$ cat src/sv/multi_team_life_cell_rule_core_macros.svh
// Assertion macros shared by the life rule core RTL.
// Included by the modules that carry concurrent checks; needs no package.
`ifndef MULTI_TEAM_LIFE_CELL_RULE_CORE_MACROS_SVH
`define MULTI_TEAM_LIFE_CELL_RULE_CORE_MACROS_SVH

// same-cycle implication under synchronous reset
`define MTL_ASSERT_IMPLIES(name, clk, rst, ante, cons, msg) \
   name: assert property (@(posedge clk) disable iff (rst) (ante) |-> (cons)) \
      else $error(msg);

// next-cycle implication under synchronous reset
`define MTL_ASSERT_NEXT(name, clk, rst, ante, cons, msg) \
   name: assert property (@(posedge clk) disable iff (rst) (ante) |=> (cons)) \
      else $error(msg);

`endif

$ cat src/sv/mtl_pkg.sv
// Types, constants and helper functions for the multi-team life rule core.
// No dependencies; imported by the interfaces and every module.
`timescale 1ns / 1ps
`default_nettype none

package mtl_pkg;

   localparam int unsigned CODE_W         = 4;
   localparam int unsigned TEAM_W         = 3;
   localparam int unsigned CNT_W          = 4;
   localparam int unsigned NBR_COUNT      = 8;
   localparam int unsigned NBRS_PER_STAGE = 2;
   localparam int unsigned SCAN_STAGES    = NBR_COUNT / NBRS_PER_STAGE;
   localparam int unsigned ALIVE_BIT      = 0;

   typedef logic [CODE_W-1:0]          code_type;
   typedef logic [TEAM_W-1:0]          team_type;
   typedef logic [CNT_W-1:0]           count_type;
   typedef code_type [NBR_COUNT-1:0]   nbr_vec_type;

   localparam count_type SURVIVE_MIN = count_type'(2);
   localparam count_type SURVIVE_MAX = count_type'(3);
   localparam count_type BIRTH_COUNT = count_type'(3);
   localparam team_type  TEAM_NONE   = team_type'(0);

   // running scan state that travels down the pipeline with each cell
   typedef struct packed {
      code_type  cur;
      count_type live_total;
      team_type  best_team;
      count_type best_score;
      logic      live_tie;
      team_type  dead_team;
      count_type dead_score;
      logic      dead_tie;
   } track_type;

   function automatic team_type mtl_team(input code_type c);
      return c[CODE_W-1:1];
   endfunction

   function automatic code_type mtl_code(input team_type t, input logic alive);
      return {t, alive};
   endfunction

   // fold an out-of-range team to team 0, keep the alive bit
   function automatic code_type mtl_norm(input code_type c, input int unsigned team_count);
      code_type r;
      r = c;
      if (32'(mtl_team(c)) >= team_count) begin
         r = mtl_code(TEAM_NONE, c[ALIVE_BIT]);
      end
      return r;
   endfunction

endpackage

`default_nettype wire

$ cat src/sv/mtl_if.sv
// Valid/ready channel interfaces for the life rule core: neighborhood in, cell out.
// Depends on mtl_pkg for the code type.
`timescale 1ns / 1ps
`default_nettype none

interface mtl_req_if import mtl_pkg::*; ();
   logic     valid;
   logic     ready;
   code_type cell_now;
   code_type nbr_up_left;
   code_type nbr_up;
   code_type nbr_up_right;
   code_type nbr_right;
   code_type nbr_down_right;
   code_type nbr_down;
   code_type nbr_down_left;
   code_type nbr_left;

   modport source (
      output valid, cell_now, nbr_up_left, nbr_up, nbr_up_right, nbr_right,
             nbr_down_right, nbr_down, nbr_down_left, nbr_left,
      input  ready
   );
   modport sink (
      input  valid, cell_now, nbr_up_left, nbr_up, nbr_up_right, nbr_right,
             nbr_down_right, nbr_down, nbr_down_left, nbr_left,
      output ready
   );
endinterface

interface mtl_rsp_if import mtl_pkg::*; ();
   logic     valid;
   logic     ready;
   code_type cell_next;

   modport source (output valid, cell_next, input ready);
   modport sink (input valid, cell_next, output ready);
endinterface

`default_nettype wire

$ cat src/sv/mtl_scan_stage.sv
// One pipeline stage of the neighbor scan: folds two neighbors into the counts
// and leader trackers. Depends on mtl_pkg and the assertion macro header.
`timescale 1ns / 1ps
`default_nettype none
`include "multi_team_life_cell_rule_core_macros.svh"

module mtl_scan_stage import mtl_pkg::*; #(
   parameter int unsigned TEAM_COUNT = 5,
   parameter int unsigned FIRST      = 0
) (
   input  logic                              clock,
   input  logic                              reset,
   input  logic                              up_valid,
   output logic                              up_ready,
   input  nbr_vec_type                       up_nbrs,
   input  track_type                         up_track,
   input  logic [TEAM_COUNT-1:0][CNT_W-1:0]  up_live,
   input  logic [TEAM_COUNT-1:0][CNT_W-1:0]  up_dead,
   output logic                              dn_valid,
   input  logic                              dn_ready,
   output nbr_vec_type                       dn_nbrs,
   output track_type                         dn_track,
   output logic [TEAM_COUNT-1:0][CNT_W-1:0]  dn_live,
   output logic [TEAM_COUNT-1:0][CNT_W-1:0]  dn_dead
);

   logic                             valid_ff;
   nbr_vec_type                      nbrs_ff;
   track_type                        track_ff, track_in;
   logic [TEAM_COUNT-1:0][CNT_W-1:0] live_ff, live_in;
   logic [TEAM_COUNT-1:0][CNT_W-1:0] dead_ff, dead_in;
   code_type                         c;
   count_type                        sel;

   // take a new item when empty or when the downstream transfer frees the slot
   assign up_ready = !valid_ff || dn_ready;

   always_comb begin
      track_in = up_track;
      live_in  = up_live;
      dead_in  = up_dead;
      c        = '0;
      sel      = '0;
      for (int k = 0; k < NBRS_PER_STAGE; k++) begin
         c   = mtl_norm(up_nbrs[FIRST + k], TEAM_COUNT);
         sel = '0;
         if (c[ALIVE_BIT]) begin
            track_in.live_total = track_in.live_total + 1'b1;
            for (int j = 0; j < TEAM_COUNT; j++) begin
               if (mtl_team(c) == team_type'(j)) begin
                  live_in[j] = live_in[j] + 1'b1;
                  sel        = live_in[j];
               end
            end
            if (sel > track_in.best_score) begin
               track_in.live_tie   = 1'b0;
               track_in.best_score = sel;
               track_in.best_team  = mtl_team(c);
            end else if (sel == track_in.best_score) begin
               track_in.live_tie = 1'b1;
            end
         end else if (mtl_team(c) != TEAM_NONE) begin
            for (int j = 0; j < TEAM_COUNT; j++) begin
               if (mtl_team(c) == team_type'(j)) begin
                  dead_in[j] = dead_in[j] + 1'b1;
                  sel        = dead_in[j];
               end
            end
            if (sel > track_in.dead_score) begin
               track_in.dead_tie   = 1'b0;
               track_in.dead_score = sel;
               track_in.dead_team  = mtl_team(c);
            end else if (sel == track_in.dead_score) begin
               track_in.dead_tie = 1'b1;
            end
         end
      end
   end

   always_ff @(posedge clock) begin
      if (reset) begin
         valid_ff <= 1'b0;
      end else if (up_ready) begin
         valid_ff <= up_valid;
      end
   end

   always_ff @(posedge clock) begin
      if (up_ready) begin
         nbrs_ff  <= up_nbrs;
         track_ff <= track_in;
         live_ff  <= live_in;
         dead_ff  <= dead_in;
      end
   end

   assign dn_valid = valid_ff;
   assign dn_nbrs  = nbrs_ff;
   assign dn_track = track_ff;
   assign dn_live  = live_ff;
   assign dn_dead  = dead_ff;

   `MTL_ASSERT_IMPLIES(a_score_le_total, clock, reset, valid_ff, track_ff.best_score <= track_ff.live_total, "leading live count exceeds live total")
   `MTL_ASSERT_IMPLIES(a_lead_nonzero, clock, reset, valid_ff && !track_ff.live_tie, track_ff.best_score != '0, "live leader without a count")
   `MTL_ASSERT_NEXT(a_stall_hold, clock, reset, valid_ff && !dn_ready, valid_ff && $stable(track_ff), "stalled stage lost its scan state")

endmodule

`default_nettype wire

$ cat src/sv/mtl_decide.sv
// Output stage: applies B3/S23 and the team choice, registers the result.
// Depends on mtl_pkg, mtl_rsp_if and the assertion macro header.
`timescale 1ns / 1ps
`default_nettype none
`include "multi_team_life_cell_rule_core_macros.svh"

module mtl_decide import mtl_pkg::*; #(
   parameter int unsigned TEAM_COUNT = 5
) (
   input  logic       clock,
   input  logic       reset,
   input  logic       up_valid,
   output logic       up_ready,
   input  track_type  up_track,
   mtl_rsp_if.source  rsp_if
);

   logic      valid_ff;
   code_type  cell_ff, cell_in;
   code_type  cur;
   count_type tot;

   assign up_ready = !valid_ff || rsp_if.ready;

   always_comb begin
      cur = mtl_norm(up_track.cur, TEAM_COUNT);
      tot = up_track.live_total;
      if (cur[ALIVE_BIT]) begin
         if (tot == SURVIVE_MIN || tot == SURVIVE_MAX) begin
            cell_in = mtl_code(up_track.best_team, 1'b1);
         end else if (!up_track.live_tie) begin
            cell_in = mtl_code(up_track.best_team, 1'b0);
         end else if (!up_track.dead_tie) begin
            cell_in = mtl_code(up_track.dead_team, 1'b0);
         end else begin
            cell_in = mtl_code(mtl_team(cur), 1'b0);
         end
      end else if (tot == BIRTH_COUNT) begin
         cell_in = up_track.live_tie ? mtl_code(TEAM_NONE, 1'b1)
                                     : mtl_code(up_track.best_team, 1'b1);
      end else begin
         // tied or empty neighborhood: keep the dead cell as it is; else take the live leader's team, still dead
         cell_in = up_track.live_tie ? cur : mtl_code(up_track.best_team, 1'b0);
      end
   end

   always_ff @(posedge clock) begin
      if (reset) begin
         valid_ff <= 1'b0;
      end else if (up_ready) begin
         valid_ff <= up_valid;
      end
   end

   always_ff @(posedge clock) begin
      if (up_ready) begin
         cell_ff <= cell_in;
      end
   end

   assign rsp_if.valid     = valid_ff;
   assign rsp_if.cell_next = cell_ff;

   `MTL_ASSERT_IMPLIES(a_team_range, clock, reset, valid_ff, 32'(mtl_team(cell_ff)) < TEAM_COUNT, "result team out of range")
   `MTL_ASSERT_NEXT(a_load, clock, reset, up_valid && up_ready, valid_ff, "accepted cell did not reach the output register")
   `MTL_ASSERT_IMPLIES(a_empty_ready, clock, reset, !valid_ff, up_ready, "empty output stage refuses a transfer")

endmodule

`default_nettype wire

$ cat src/sv/multi_team_life_cell_rule_core.sv
// Multi-team life rule core: next-generation cell code from a 3x3 neighborhood.
// Depends on mtl_pkg, mtl_if, mtl_scan_stage and mtl_decide.
//
// req_if carries one cell code and its eight neighbor codes per transfer
// (bit 0 alive, bits 3:1 team). rsp_if returns the next cell code.
// The neighbors are scanned in fixed order through four register stages, two
// neighbors each, keeping live/dead counts per team and the two leader
// trackers; a fifth stage applies B3/S23 and picks the team.
// An accepted cell passes the four scan stage registers and the decide register
// before it is shown on rsp_if. Throughput: one cell per clock while rsp_if.ready
// stays high.
// Every stage has its own valid bit and takes a new cell when it is empty or
// its content moves on, so bubbles are squeezed out.
// Reset clears all valid bits; the pipeline is empty and ready right after.
// When the receiver holds rsp_if.ready low, the result stays on the port and
// the stall moves back stage by stage; req_if.ready drops only once every
// stage holds a cell. No cell is lost or repeated.
`timescale 1ns / 1ps
`default_nettype none

module multi_team_life_cell_rule_core import mtl_pkg::*; #(
   parameter int unsigned TEAM_COUNT = 5
) (
   input  logic      clock,
   input  logic      reset,
   mtl_req_if.sink   req_if,
   mtl_rsp_if.source rsp_if
);

   logic                             valid [SCAN_STAGES+1];
   logic                             ready [SCAN_STAGES+1];
   nbr_vec_type                      nbrs  [SCAN_STAGES+1];
   track_type                        track [SCAN_STAGES+1];
   logic [TEAM_COUNT-1:0][CNT_W-1:0] live  [SCAN_STAGES+1];
   logic [TEAM_COUNT-1:0][CNT_W-1:0] dead  [SCAN_STAGES+1];

   assign valid[0]     = req_if.valid;
   assign req_if.ready = ready[0];

   assign nbrs[0][0] = req_if.nbr_up_left;
   assign nbrs[0][1] = req_if.nbr_up;
   assign nbrs[0][2] = req_if.nbr_up_right;
   assign nbrs[0][3] = req_if.nbr_right;
   assign nbrs[0][4] = req_if.nbr_down_right;
   assign nbrs[0][5] = req_if.nbr_down;
   assign nbrs[0][6] = req_if.nbr_down_left;
   assign nbrs[0][7] = req_if.nbr_left;

   // both tie flags start set, no leader yet
   assign track[0] = '{cur:        req_if.cell_now,
                       live_total: '0,
                       best_team:  TEAM_NONE,
                       best_score: '0,
                       live_tie:   1'b1,
                       dead_team:  TEAM_NONE,
                       dead_score: '0,
                       dead_tie:   1'b1};
   assign live[0] = '0;
   assign dead[0] = '0;

   for (genvar s = 0; s < SCAN_STAGES; s++) begin : g_scan
      mtl_scan_stage #(
         .TEAM_COUNT (TEAM_COUNT),
         .FIRST      (s * NBRS_PER_STAGE)
      ) u_stage (
         .clock    (clock),
         .reset    (reset),
         .up_valid (valid[s]),
         .up_ready (ready[s]),
         .up_nbrs  (nbrs[s]),
         .up_track (track[s]),
         .up_live  (live[s]),
         .up_dead  (dead[s]),
         .dn_valid (valid[s+1]),
         .dn_ready (ready[s+1]),
         .dn_nbrs  (nbrs[s+1]),
         .dn_track (track[s+1]),
         .dn_live  (live[s+1]),
         .dn_dead  (dead[s+1])
      );
   end

   mtl_decide #(
      .TEAM_COUNT (TEAM_COUNT)
   ) u_decide (
      .clock    (clock),
      .reset    (reset),
      .up_valid (valid[SCAN_STAGES]),
      .up_ready (ready[SCAN_STAGES]),
      .up_track (track[SCAN_STAGES]),
      .rsp_if   (rsp_if)
   );

endmodule

`default_nettype wire

$ cat src/flat_wrapper.sv
// flat-port wrapper written by rule: the top's interface ports become plain ports
module multi_team_life_cell_rule_core_flat import mtl_pkg::*;
#(
   parameter int unsigned TEAM_COUNT = 5
)
  (clock, reset, req_if_valid, req_if_cell_now, req_if_nbr_up_left, req_if_nbr_up, req_if_nbr_up_right, req_if_nbr_right, req_if_nbr_down_right, req_if_nbr_down, req_if_nbr_down_left, req_if_nbr_left, req_if_ready, rsp_if_valid, rsp_if_cell_next, rsp_if_ready);
  mtl_req_if req_if_i ();
  mtl_rsp_if rsp_if_i ();
  input  logic clock;
  input  logic reset;
  input wire logic [$bits(req_if_i.valid)-1:0] req_if_valid;
  input wire logic [$bits(req_if_i.cell_now)-1:0] req_if_cell_now;
  input wire logic [$bits(req_if_i.nbr_up_left)-1:0] req_if_nbr_up_left;
  input wire logic [$bits(req_if_i.nbr_up)-1:0] req_if_nbr_up;
  input wire logic [$bits(req_if_i.nbr_up_right)-1:0] req_if_nbr_up_right;
  input wire logic [$bits(req_if_i.nbr_right)-1:0] req_if_nbr_right;
  input wire logic [$bits(req_if_i.nbr_down_right)-1:0] req_if_nbr_down_right;
  input wire logic [$bits(req_if_i.nbr_down)-1:0] req_if_nbr_down;
  input wire logic [$bits(req_if_i.nbr_down_left)-1:0] req_if_nbr_down_left;
  input wire logic [$bits(req_if_i.nbr_left)-1:0] req_if_nbr_left;
  output wire logic [$bits(req_if_i.ready)-1:0] req_if_ready;
  output wire logic [$bits(rsp_if_i.valid)-1:0] rsp_if_valid;
  output wire logic [$bits(rsp_if_i.cell_next)-1:0] rsp_if_cell_next;
  input wire logic [$bits(rsp_if_i.ready)-1:0] rsp_if_ready;
  assign req_if_i.valid = req_if_valid;
  assign req_if_i.cell_now = req_if_cell_now;
  assign req_if_i.nbr_up_left = req_if_nbr_up_left;
  assign req_if_i.nbr_up = req_if_nbr_up;
  assign req_if_i.nbr_up_right = req_if_nbr_up_right;
  assign req_if_i.nbr_right = req_if_nbr_right;
  assign req_if_i.nbr_down_right = req_if_nbr_down_right;
  assign req_if_i.nbr_down = req_if_nbr_down;
  assign req_if_i.nbr_down_left = req_if_nbr_down_left;
  assign req_if_i.nbr_left = req_if_nbr_left;
  assign req_if_ready = req_if_i.ready;
  assign rsp_if_valid = rsp_if_i.valid;
  assign rsp_if_cell_next = rsp_if_i.cell_next;
  assign rsp_if_i.ready = rsp_if_ready;
  multi_team_life_cell_rule_core #(.TEAM_COUNT(TEAM_COUNT)) u_core (.clock(clock), .reset(reset), .req_if(req_if_i), .rsp_if(rsp_if_i));
endmodule
$ cat config.mk
export PLATFORM = sky130hd
export DESIGN_NAME = multi_team_life_cell_rule_core_flat
export DESIGN_NICKNAME = d
export VERILOG_FILES = /design/src/sv/mtl_pkg.sv /design/src/sv/mtl_if.sv /design/src/sv/mtl_scan_stage.sv /design/src/sv/mtl_decide.sv /design/src/sv/multi_team_life_cell_rule_core.sv /design/src/flat_wrapper.sv
export VERILOG_INCLUDE_DIRS = /design/src /design/src/sv
export SDC_FILE = /design/constraint.sdc
export NUM_CORES = 1
export LEC_CHECK = 0
export BUFFER_PORTS_ARGS = -buffer_cell sky130_fd_sc_hd__buf_4
export CAP_MARGIN = 15
export CORE_ASPECT_RATIO = 0.75
export CORE_UTILIZATION = 60
export DETAILED_ROUTE_END_ITERATION = 12
export GPL_TIMING_DRIVEN = 0
export PLACE_DENSITY = 0.74
export SETUP_SLACK_MARGIN = 0.5
export SYNTH_ARGS = -nofsm -noshare
export SYNTH_HDL_FRONTEND = slang
export SYNTH_SLANG_ARGS = --single-unit
$ cat constraint.sdc
create_clock -name clock -period 6.3 [get_ports clock]
set_clock_uncertainty 0.1 [all_clocks]
set_input_delay 0.945 -clock clock [delete_from_list [all_inputs] [get_ports clock]]
set_output_delay 0.945 -clock clock [all_outputs]
set_load 0.05 [all_outputs]
# Word level (Yosys, flattened, before mapping)
# Cells that the tools add are included.
[word_totals]
reg_bits = 265
in_bits = 40
out_inout_bits = 6
word_cells = 525
[classes]
addsub = 77
magnitude_cmp = 25
eq_ne = 48
n_mux = 270
reduce_logical = 27
[op_table]
columns = ["operator", "count"]
rows = [
  ["2-to-1 mux 4 bit", 173],
  ["2-to-1 mux 20 bit", 20],
  ["adder 4 x 1 -> 4 bit (second input constant)", 77],
  ["2-to-1 mux 8 bit", 16],
  ["2-to-1 mux 7 bit", 16],
  ["2-to-1 mux 12 bit", 7],
  ["equality test 4 bit", 14],
  ["> comparator 4 bit", 14],
  ["equality test 3 x 2 -> 1 bit (second input constant)", 16],
  ["2-to-1 mux 1 bit", 36],
  ["greater-or-equal comparator 3 bit (second input constant)", 9],
  ["equality test 3 x 1 -> 1 bit (second input constant)", 8],
  ["equality test 3 bit (second input constant)", 8],
  ["zero test 3 bit", 8],
  ["nonzero test 3 bit", 8],
  ["2-to-1 mux 17 bit", 1],
  ["2-to-1 mux 9 bit", 1],
  ["equality test 4 x 2 -> 1 bit (second input constant)", 2],
  ["> comparator 4 x 1 -> 1 bit (second input constant)", 2],
  ["logical OR 1 bit", 6],
  ["zero test 1 bit", 5],
]

# Logic depth before layout (Yosys ltp)
[depth]
word_depth = 20
ltp_mapped = 23
depth_no_buf = 21

# Cells and area by module
# Synthesis repeated with hierarchy kept, for this count alone.
[hier_totals]
hier_cells = 2643
hier_area_um2 = 27784.1
[by_module_without_submodules]
columns = ["module", "n_inst", "cells_per_inst", "area_each_um2", "seq_area_each_um2"]
rows = [
  ["mtl_scan_stage (u_core.g_scan[0].u_stage ...)", 2, 650, 6760.2, 2902.8],
  ["mtl_scan_stage (u_core.g_scan[2].u_stage)", 1, 660, 7031.7, 2902.8],
  ["mtl_scan_stage (u_core.g_scan[3].u_stage)", 1, 647, 6864.1, 2902.8],
  ["mtl_decide", 1, 34, 360.3, 140.1],
  ["multi_team_life_cell_rule_core", 1, 2, 7.5, 0.0],
]

# Worst setup path before layout
# No wires, ideal clock.
[synth_path]
path_type = "reg2reg"
from = "reg u_core.g_scan[1].u_stage.dead_ff, in the netlist u_core.g_scan[1].u_stage.dn_dead[0]"
to = "reg u_core.g_scan[2].u_stage.track_ff, in the netlist u_core.g_scan[2].u_stage.dn_track[1] (data pin)"
setup_time_ns = 0.255
arrival_ns = 4.267
t_required_ns = 5.945
slack_ns = 1.678
stages_incl_launch_ff = 21
n_path_buf = 2
period_less_slack_ns = 4.622
cell_sequence = "edfxtp_1 > ha_1 > mux2_2 > a32o_1 > a221oi_1 > nor2_1 > ha_1 > nor2b_1 > o21a_1 > o21ai_0 > a211o_1 > buf_2 > mux2i_1 > ha_1 > nor2b_1 > o21a_1 > o21a_1 > o211a_1 > clkbuf_1 > o211ai_1 > a21bo_2"
[synth_rtl]
columns = ["element", "line", "source"]
rows = [
  ["start, declared", "mtl_scan_stage.sv:31", "logic [TEAM_COUNT-1:0][CNT_W-1:0] dead_ff, dead_in;"],
  ["start signal, assigned", "mtl_scan_stage.sv:93", "dead_ff <= dead_in;"],
  ["end signal, assigned", "mtl_scan_stage.sv:91", "track_ff <= track_in;"],
  ["end, declared", "mtl_scan_stage.sv:29", "track_type track_ff, track_in;"],
]

==> impl_summary.md <==
Timing
The count of final hold-check violations is 0. The number of pins exceeding their max-slew limit in the final report is 0. The setup TNS is 0 ns.

The achievable frequency is 0.178 GHz. Setup repair after global routing left no endpoint under its margin. The pin slew with the least headroom to its limit is 1.06 ns. The worst pin sits at a relative slew slack of 0.282. The final hold slack is 0.309 ns. The post-route minimum period is 5.60 ns. Setup violations remaining at the end of the flow were counted as 0.

Of the available clock period, the critical path in the final layout requires 0.890.

Synth
The count of mapped cells out of synthesis is approximately 1700. The number of synthesized flops with an enable pin is 231. The number of flip-flops and latches in the synthesized netlist is about 240. The number of warning messages in the yosys log is 0. The fraction of synthesis flops using an asynchronous set or reset pin is 0. The cell area after technology mapping is 17200 um^2. The unique cell type count in the Yosys netlist is 94. The most common flop cell mapped by yosys is edfxtp_1. The post-synthesis area per instance is slightly above 10 um^2. The share of the yosys chip area belonging to registers is 0.408.

Clock network
TritonCTS built the clock tree. In this run the number of H-tree levels came out at 1. Counting every sink on the clock net gives 236. The clock reaches the later pin of the worst-skew pair after 0.56 ns. After clock tree synthesis, the clock-pin slew on the worst setup and hold paths is approximately 0.060 ns. Clock tree synthesis inserted a total of 26 buffers. The root buffer cell is clkbuf_16. The clock passes through at most 3 buffers. The post-cts hold buffer count is 0.

Worst hold path
The worst hold path passes through 0 cells. In this run the worst hold path is classified as flop to flop. The worst hold path begins at u_core.g_scan[1].u_stage.dn_nbrs[24]$_DFFE_PP_. For hold timing, the worst endpoint is u_core.g_scan[2].u_stage.dn_nbrs[24]$_DFFE_PP_.

Power and ir drop
Overall power consumption after layout is estimated at 4.85 mW. The largest voltage drop on the vdd net is 0.272 mV. The analysis attributes to cell leakage a power of 7.88 nW.

For this design the ratio of total power to cell area is ~260 nW/um^2.

Die
The starting density of the core is 0.613. The die covers 29400 um^2. The die is 149 um tall. The die is about 200 um wide. 46 I/O pins were placed. The core area is between 20000 and 30000 um^2. After floorplanning, the core was divided into 53 placement rows.

Final layout
Of the cells placed in the final design, the portion with a size suffix greater than 1 is 0.123. The area growth from synthesis to layout is 10.3%. The net count of the finished layout is 1895. Excluding fillers, the count of instances in the completed layout stands at 2144. The layout filler cell count is ~2200. The repair_antennas step left the layout with diodes totalling 0. The cell area after layout is between 15000 and 20000 um^2.

Routing
The total length of routed wires is 48500 um. After detailed routing, the number of vias per cell comes to 6.39. Detailed routing inserted a total of roughly 14000 vias. After detailed routing, the number of remaining DRC violations is 0. The first detailed-routing pass took 6 iterations. The number of DRC markers after the initial detailed-route iteration is 1307.

The final antenna-violating net count is 0. In the final routed layout, each cell accounts on average for 22.6 um.

Global routing
The largest net degree at the start of global routing is 73. The wire length of the first global-routing pass is 73400 um. The global-route total usage across every layer is 0.333. The initial antenna violation count is 0. Global routing finished with a remaining overflow of 0. The via count of the first global-routing pass came to 12862.

Outcome
The flow ran to the end, and the final reports show no timing, DRC or antenna violations.

Critical path
The required time reported for the critical path endpoint is 6.45 ns. The kind of end point of the critical path is a flop. Along the worst path, the maximum fanout reaches 10. The launch point of the worst reg-to-reg path is u_core.g_scan[1].u_stage.dn_nbrs[19]$_DFFE_PP_.

The worst endpoint data arrival time is 5.75 ns. The endpoint of the most critical register-to-register path is u_core.g_scan[2].u_stage.dn_track[4]$_DFFE_PP_. STA classifies the critical path startpoint as a flop. By startpoint and endpoint, the worst setup path is classified as flop to flop. For the worst flop-to-flop path, the logic depth is 21. The setup check on the worst reg-to-reg path leaves a slack of 0.70 ns.

Place
Routability-driven placement finished with a final weighted congestion of 0.987. The placed instances occupy a cell area of 18100 um^2. The placed cell count is roughly 2100.

The estimated wirelength of the detail-placed design is between 30000 and 40000 um. The count of port buffers added during placement is 40.

Job
Across the run, the number of max-cap violations was 0.
[final cells by class]
cell class              instances  area, um^2  share of cell area
clock inverters                13         119             0.00625
flip-flops and latches        236        7040               0.370
repair buffers                 47         393              0.0207
well taps                     385         482              0.0253
clock buffers                  35         726              0.0382
inverters                      85         325              0.0171
multi-input cells            1269        9610               0.505
plain buffers                  74         329              0.0173
[cell families after synthesis]
family | Yosys count | share of synthesized area
flops | 236 | 0.408
buf+inv | 159 | 0.0371
fa+ha+maj | 117 | 0.0848
mux | 135 | 0.0862
xor+xnor | 195 | 0.102
compound gates | 306 | 0.121
simple gates | 512 | 0.161
other cells | 1 | 0.000217
[stage by stage]
stage / setup slack [ns] / utilization
after global placement: 0.614 / 0.641
final: 0.695 / 0.676
after detailed placement: 0.570 / 0.644
after floorplan: 1.68 / -
after CTS: 0.535 / 0.675
after global routing: 0.524 / 0.676
[per-layer routing]
layer | wire length, um | up-vias | GRT usage | share of wire
li1 | - | 6294 | - | -
met2 | 18900 | 658 | 0.454 | 0.39
met5 | 0 | - | 0 | 0
met4 | 673 | 0 | 0.0512 | 0.014
met3 | 6210 | 54 | 0.116 | 0.13
met1 | 22700 | 6693 | 0.509 | 0.47
[power breakdown]
part	switching (mW)	total (mW)	internal, mW
registers	0.126	2.05	1.93
logic	0.754	1.29	0.537
clock network	0.649	1.51	0.859
[cell usage after synthesis (all sizes together), types with 5 or more instances]
library cell	instances	share of area
buf	25	0.0079
o22ai	14	0.0051
a22oi	16	0.0070
o31ai	10	0.0060
a32oi	6	0.0030
nor3	25	0.0075
o221ai	7	0.0036
xnor2	103	0.052
and2	9	0.0033
nor2b	41	0.015
inv	82	0.018
a211oi	10	0.0044
clkbuf	49	0.011
a21boi	8	0.0035
edfxtp	231	0.40
nand4	18	0.0069
a2bb2oi	6	0.0030
nand3b	7	0.0030
a21o	6	0.0026
xor2	89	0.045
a221oi	9	0.0049
a21oi	62	0.018
o21ai	70	0.021
nand4b	13	0.0070
a31oi	9	0.0033
nand2b	19	0.0069
or2	7	0.0025
nor4b	12	0.010
mux4	5	0.0065
o32ai	6	0.0030
nor2	116	0.025
nor3b	6	0.0033
nand3	52	0.015
and4bb	9	0.0065
o211ai	11	0.0048
mux2	55	0.036
dfxtp	5	0.0058
ha	116	0.084
nand2	144	0.031
mux2i	75	0.044
and3	12	0.0044
o21a	19	0.0083
[sequential cells by signal (all words and copies together), names as in the netlist]
register / cells
u_core.g_scan.u_stage.dn_nbrs: 48
u_core.g_scan.u_stage.dn_valid: 4
u_core.g_scan.u_stage.dn_live: 50
u_core.g_scan.u_stage.dn_dead: 47
u_core.u_decide.rsp_if.cell_next: 4
u_core.g_scan.u_stage.dn_track: 82
u_core.u_decide.rsp_if.valid: 1
[critical path, stage by stage (launching register included)]
cell      delay (ns)
edfxtp_1        0.52
buf_2           0.31
buf_2           0.28
nor2_1          0.12
a22o_1          0.22
a221oi_1        0.40
nor2_1          0.14
ha_1            0.33
nor2b_1         0.14
o21a_1          0.16
o21ai_1         0.23
a211o_1         0.16
buf_2           0.22
mux2i_1         0.32
ha_1            0.30
nor2b_1         0.13
o21a_1          0.16
o21a_1          0.18
o211a_1         0.20
clkbuf_1        0.23
a221oi_1        0.33
a31oi_1         0.13
[how the worst max path moves through the flow]
stage,from,end,slack (ns)
2_1_floorplan,u_core.g_scan[1].u_stage.dn_dead[0]$_DFFE_PP_,u_core.g_scan[2].u_stage.dn_track[1]$_DFFE_PP_,1.68
6_report,u_core.g_scan[1].u_stage.dn_nbrs[19]$_DFFE_PP_,u_core.g_scan[2].u_stage.dn_track[4]$_DFFE_PP_,0.70
5_1_grt,u_core.g_scan[1].u_stage.dn_nbrs[17]$_DFFE_PP_,u_core.g_scan[2].u_stage.dn_track[4]$_DFFE_PP_,0.52
3_5_place_dp,u_core.g_scan[1].u_stage.dn_nbrs[17]$_DFFE_PP_,u_core.g_scan[2].u_stage.dn_track[7]$_DFFE_PP_,0.57
3_3_place_gp,u_core.g_scan[1].u_stage.dn_nbrs[17]$_DFFE_PP_,u_core.g_scan[2].u_stage.dn_track[4]$_DFFE_PP_,0.61
4_1_cts,u_core.g_scan[1].u_stage.dn_nbrs[17]$_DFFE_PP_,u_core.g_scan[2].u_stage.dn_track[4]$_DFFE_PP_,0.53
[cells in the final DEF, fill, tap and decap left out, types with 61 or more instances in the layout]
cell type  count
a21oi_1       61
ha_1         116
mux2i_1       75
o21ai_0       67
edfxtp_1     231
xnor2_1      103
inv_1         81
nand2_1      142
xor2_1        89
nor2_1       115
[timing repair]
action | 4_1_cts | 5_1_grt
setup buffers | 0 | 4
resized for setup | 0 | 11
setup endpoints to repair | 0 | 16
(Power assumes the default switching activity.)
